## src/hdl/tcch_pkg.sv

```systemverilog
// Package for the tilt-compensated compass heading unit.
// Holds widths, the degree-scaled arctangent table and shared types. No dependencies.
package tcch_pkg;

  localparam int SampleW   = 16;
  localparam int RefW      = 16;
  localparam int HeadW     = 15;
  localparam int FracBits  = 6;
  localparam int AngFrac   = 20;
  localparam int Steps     = 16;
  localparam int CrossW    = 2 * SampleW + 2;
  localparam int RedW      = 16;
  localparam int NW        = 34;
  localparam int DotW      = 52;
  localparam int LenW      = 16;
  localparam int CordW     = 72;
  localparam int AngW      = 32;
  localparam int AddrW     = 2;

  localparam logic [AddrW-1:0] RegRefX = 2'd0;
  localparam logic [AddrW-1:0] RegRefY = 2'd1;
  localparam logic [AddrW-1:0] RegRefZ = 2'd2;

  typedef logic signed [RedW-1:0] red_vec_t [3];

  typedef struct packed {
    logic valid;
    logic degen;
  } tcch_ctl_t;

  function automatic logic signed [AngW-1:0] atan_deg(input int i);
    logic signed [AngW-1:0] t;
    case (i)
      0: t = 32'sd47185920;  1: t = 32'sd27855475;  2: t = 32'sd14718068;
      3: t = 32'sd7471121;   4: t = 32'sd3750058;   5: t = 32'sd1876857;
      6: t = 32'sd938658;    7: t = 32'sd469357;    8: t = 32'sd234682;
      9: t = 32'sd117342;    10: t = 32'sd58671;    11: t = 32'sd29335;
      12: t = 32'sd14668;    13: t = 32'sd7334;     14: t = 32'sd3667;
      15: t = 32'sd1833;     16: t = 32'sd917;      17: t = 32'sd458;
      18: t = 32'sd229;      19: t = 32'sd115;      20: t = 32'sd57;
      21: t = 32'sd29;       22: t = 32'sd14;       23: t = 32'sd7;
      default: t = '0;
    endcase
    return t;
  endfunction

  // Shift of the smallest floor right shift bringing max |v| below 2^15.
  function automatic logic [5:0] red_shift(input logic signed [CrossW-1:0] v0,
                                            input logic signed [CrossW-1:0] v1,
                                            input logic signed [CrossW-1:0] v2);
    logic [CrossW-1:0] a0, a1, a2, mx;
    logic [5:0] s;
    a0 = v0[CrossW-1] ? CrossW'(-v0) : CrossW'(v0);
    a1 = v1[CrossW-1] ? CrossW'(-v1) : CrossW'(v1);
    a2 = v2[CrossW-1] ? CrossW'(-v2) : CrossW'(v2);
    mx = a0;
    if (a1 > mx) mx = a1;
    if (a2 > mx) mx = a2;
    s = '0;
    for (int b = 15; b < CrossW; b++) begin
      if (mx[b]) s = 6'(b - 14);
    end
    return s;
  endfunction

endpackage

```

## src/hdl/tcch_sqrt.sv

```systemverilog
// Pipelined integer square root, one result bit per stage, with the east and
// north dots carried alongside. Uses tcch_pkg.
module tcch_sqrt import tcch_pkg::*; (
  input  logic                   clk,
  input  logic                   rst_n,
  input  logic                   adv,
  input  tcch_ctl_t              ctl_in,
  input  logic signed [DotW-1:0] e_in,
  input  logic signed [DotW-1:0] n_in,
  input  logic [LenW*2+2-1:0]    sq_in,
  output tcch_ctl_t              ctl_out,
  output logic signed [DotW-1:0] e_out,
  output logic signed [DotW-1:0] n_out,
  output logic [LenW:0]          root
);
  localparam int Bits = LenW + 1;
  localparam int RemW = 2 * Bits + 2;

  tcch_ctl_t c_r [Bits];
  logic signed [DotW-1:0] e_r [Bits], n_r [Bits];
  logic [RemW-1:0] rem_r [Bits];
  logic [Bits-1:0] q_r [Bits];
  logic [RemW-1:0] rem_n [Bits];
  logic [Bits-1:0] q_n [Bits];

  // restoring root: stage k decides bit Bits-1-k
  always_comb begin
    for (int k = 0; k < Bits; k++) begin
      logic [RemW-1:0] rin, trial;
      logic [Bits-1:0] qin;
      rin = (k == 0) ? RemW'(sq_in) : rem_r[k-1];
      qin = (k == 0) ? '0 : q_r[k-1];
      trial = (RemW'(qin) << (Bits - k)) | (RemW'(1) << (2 * (Bits - 1 - k)));
      if (rin >= trial) begin
        rem_n[k] = rin - trial;
        q_n[k] = qin | (Bits'(1) << (Bits - 1 - k));
      end else begin
        rem_n[k] = rin;
        q_n[k] = qin;
      end
    end
  end

  always_ff @(posedge clk) begin
    if (!rst_n) begin
      for (int k = 0; k < Bits; k++) c_r[k] <= '0;
    end else if (adv) begin
      c_r[0] <= ctl_in;
      for (int k = 1; k < Bits; k++) c_r[k] <= c_r[k-1];
    end
  end

  always_ff @(posedge clk) begin
    if (adv) begin
      for (int k = 0; k < Bits; k++) begin
        rem_r[k] <= rem_n[k];
        q_r[k] <= q_n[k];
        e_r[k] <= (k == 0) ? e_in : e_r[k-1];
        n_r[k] <= (k == 0) ? n_in : n_r[k-1];
      end
    end
  end

  assign ctl_out = c_r[Bits-1];
  assign e_out = e_r[Bits-1];
  assign n_out = n_r[Bits-1];
  assign root = q_r[Bits-1];

endmodule

```

## config.mk

```make
export PLATFORM = sky130hd
export DESIGN_NAME = tcch_sqrt
export DESIGN_NICKNAME = d
export VERILOG_FILES = /design/src/hdl/tcch_pkg.sv /design/src/hdl/tcch_sqrt.sv
export SDC_FILE = /design/constraint.sdc
export NUM_CORES = 2
export LEC_CHECK = 0
export BUFFER_PORTS_ARGS = -buffer_cell sky130_fd_sc_hd__buf_2
export CAP_MARGIN = 20
export CORE_AREA = 2 2 476 478
export DETAILED_ROUTE_END_ITERATION = 6
export DIE_AREA = 0 0 478 480
export HOLD_SLACK_MARGIN = 0.12
export PLACE_DENSITY = 0.51
export SYNTH_ARGS = -nofsm -noshare
export SYNTH_HDL_FRONTEND = slang
export SYNTH_SLANG_ARGS = --single-unit
```

## constraint.sdc

```tcl
create_clock -name clk -period 3.8 [get_ports clk]
set_input_delay 0.57 -clock clk [delete_from_list [all_inputs] [get_ports clk]]
set_output_delay 0.57 -clock clk [all_outputs]
set_load 0.005 [all_outputs]
```

==> results.sh <==
export IMPL_grt_max_degree=140
export IMPL_powerDensity_nw_per_um2=601
export IMPL_dpl_hpwl_mm=81.3
export IMPL_ys_seq_area_share_pct=85.1
export IMPL_core_rowCount=174
export IMPL_reg2reg_slack_ns=0.39
export IMPL_clk_pin_slew_ns=0.05
export IMPL_wire_per_inst_um=15.8
export IMPL_grt_pass1_wl_mm=212
export IMPL_ant_nets=0
export IMPL_vias=38739
export IMPL_setup_viol=0
export IMPL_max_slew_worst_pin_slew_ns=0.877
export IMPL_peakVddDrop_v=0.000389
export IMPL_area_growth_pct=17.2
export IMPL_viasPerCell=4.60
export IMPL_synth_main_ff_cell="edfxtp_1"
export IMPL_cts_setup_buffers=0
export IMPL_cts_buffer_depth=4
export IMPL_placed_area_um2=94600
export IMPL_ys_ff_latch=2530
export IMPL_avgSynthCellArea_um2=19.5
export IMPL_worstSetupEndpointType="flip-flop"
export IMPL_synth_top_cells_by_count="edfxtp_1, inv_1, nor2_1"
export IMPL_routed_wl_mm=133
export IMPL_required_ns=4.40
export IMPL_postSynthCellCount=4581
export IMPL_synth_largest_area_cell="edfxtp_1"
export IMPL_core_area_um2=224000
export IMPL_timing_final_ws_setup_ns=0.391
export IMPL_synthArstFlopShare_pct=0
export IMPL_hold_viol=0
export IMPL_finClkSkew_ns=0.0689
export IMPL_slew_viol_final=0
export IMPL_port_buffers=265
export IMPL_die_h_um=480
export IMPL_synth_edf_count=2530
export IMPL_synth_area_top_cells="edfxtp_1, ha_1, xnor2_1, xor2_1, inv_1"
export IMPL_instances_no_fill=8423
export IMPL_yosysTopAreaCellShare_pct=85.1
export IMPL_ioPinCount=266
export IMPL_drive_gt1_share_pct=14.1
export IMPL_slew_headroom_pct=41.6
export IMPL_drt_iter0_markers=2654
export IMPL_fin_util_pct=46.7
export IMPL_place_congestion=0.883
export IMPL_syn_area_um2=89300
export IMPL_preCtsSetupSlack_ns=0.413
export IMPL_max_cap_violations=0
export IMPL_cp_start_kind="flip-flop"
export IMPL_cts_tree="built"
export IMPL_start_util_pct=39.8
export IMPL_fmax_mhz=293
export IMPL_period_minus_slack_ns=3.41
export IMPL_criticalPathCategory="flip-flop to flip-flop"
export IMPL_synth_nets=4890
export IMPL_worstPathMaxFanout=11
export IMPL_remaining_drc_errors=0
export IMPL_p_leak_nw=37.0
export IMPL_cts_resized=0
export IMPL_place_inst=7810
export IMPL_clock_sinks=2530
export IMPL_yosys_warnings=0
export IMPL_grt_setup_unrepaired="no"
export IMPL_tns_ns=0
export IMPL_clockRootBuffer="clkbuf_16"
export IMPL_arrival_ns=4.01
export IMPL_status="complete, no violations"
export IMPL_final_area_um2=105000
export IMPL_synth_cell_types=79
export IMPL_cts_made_buffers=284
export IMPL_first_pass_iters=5
export IMPL_period_share_pct=89.7
export IMPL_die_x_um=478
export IMPL_hold_path_class="primary input to flip-flop"
export IMPL_grt_remaining_overflow=0
export IMPL_dieArea_um2=229000
export IMPL_grt_pass1_vias=39353
export IMPL_cts_htree_levels=5
export IMPL_track_usage_pct=11.5
export IMPL_synth_most_common_cell="edfxtp_1"
export IMPL_nNetsFinal=5554
export IMPL_antenna_found_initial=3
export IMPL_worstSkewPairLatency_ns=0.89
==> state kept, by name, summed over array words and instances (netlist names) <==
register,count
q_r,153
c_r,34
e_r,884
rem_r,575
n_r,884
==> metrics by stage <==
stage | hold slack, ns | total power [mW]
floorplan | 0.400 | 36.5
global placement | 0.400 | 38.1
detailed placement | 0.405 | 38.2
CTS | 0.124 | 64.1
global route | 0.150 | 65.8
finish | 0.237 | 62.9
==> per-layer routing <==
layer  global-route usage, %  vias to the layer above  share of wire, %
li1                        -                    19080                 -
met1                    14.5                    18644                44
met2                    18.8                      685                48
met3                    2.83                      330               4.2
met4                    5.13                        0               3.7
met5                       0                        -                 0
==> cell type report <==
cell class | instances | area [µm²]
Sequential cell | 2530 | 76000
Fill cell | 18766 | 119000
Clock buffer | 339 | 7360
Inverter | 205 | 772
Tap cell | 2992 | 3740
Timing Repair Buffer | 479 | 3610
Multi-Input combinational cell | 1745 | 11900
Clock inverter | 132 | 1190
Antenna cell | 1 | 2.50
==> final timing paths <==
kind / depth (start not counted) / endpoint / start
min reg2reg: 0 / e_r[8][10] / e_r[7][10]
max reg2reg: 10 / rem_r[0][512] / q_r[0][227]
max: 10 / rem_r[0][512] / q_r[0][227]
min: 1 / n_r[0][354] / adv
==> power by group <==
part | switching (mW) | leakage [nW] | internal, mW | total, mW
Sequential | 0.893 | 24.6 | 33.2 | 34.0
Clock | 10.1 | 4.16 | 15.1 | 25.2
Combinational | 2.15 | 8.15 | 1.52 | 3.67
==> timing repair <==
| item | CTS | global route |
|---|---|---|
| hold endpoints to repair | 141 | 0 |
| hold buffers | 141 | 0 |
| setup endpoints to repair | 0 | 0 |
==> critical path, cell delays in order (launching register included) <==
cell and delay, ns:
edfxtp_1 0.35, inv_1 0.05, ha_1 0.36, a211oi_1 0.35
o21a_1 0.21, nor3_1 0.07, o311ai_0 0.63, nand3b_1 0.61
buf_4 0.38, nor2_1 0.10, a21oi_1 0.05
==> cells in the final DEF (no fill, tap or decap), types with 10 or more instances in the layout <==
| cell type | instances |
|---|---|
| a211oi_1 | 17 |
| a21o_1 | 42 |
| a21oi_1 | 139 |
| a31oi_1 | 10 |
| and3_1 | 48 |
| buf_12 | 26 |
| buf_2 | 265 |
| buf_4 | 47 |
| bufinv_16 | 20 |
| clkbuf_1 | 53 |
| clkbuf_16 | 286 |
| clkinv_1 | 63 |
| clkinv_2 | 29 |
| dlygate4sd3_1 | 141 |
| edfxtp_1 | 2530 |
| ha_1 | 166 |
| inv_1 | 203 |
| mux2_2 | 27 |
| nand2_1 | 152 |
| nand2b_1 | 31 |
| nand3_1 | 58 |
| nand4_1 | 35 |
| nand4b_1 | 11 |
| nor2_1 | 179 |
| nor2b_1 | 19 |
| nor3_1 | 94 |
| nor4_1 | 93 |
| o211ai_1 | 16 |
| o21a_1 | 37 |
| o21ai_0 | 114 |
| o31ai_1 | 18 |
| or2_2 | 19 |
| or3_1 | 34 |
| or4_1 | 17 |
| xnor2_1 | 136 |
| xor2_1 | 114 |
==> kinds of logic (layout without fill, tap and decap cells) <==
logic type	count (synthesis)	after routing	share of synthesized area (%)
AND/OR/NAND/NOR	845	845	4.98
other	1	2	0.00420
adder cells (fa/ha/maj)	166	166	2.33
multiplexers	36	36	0.441
XOR/XNOR	250	250	2.45
flip-flops	2530	2530	85.1
AO/OA/AOI/OAI	447	447	3.16
buffers and inverters	306	1155	1.53
Power figures use the tool's default switching activity.
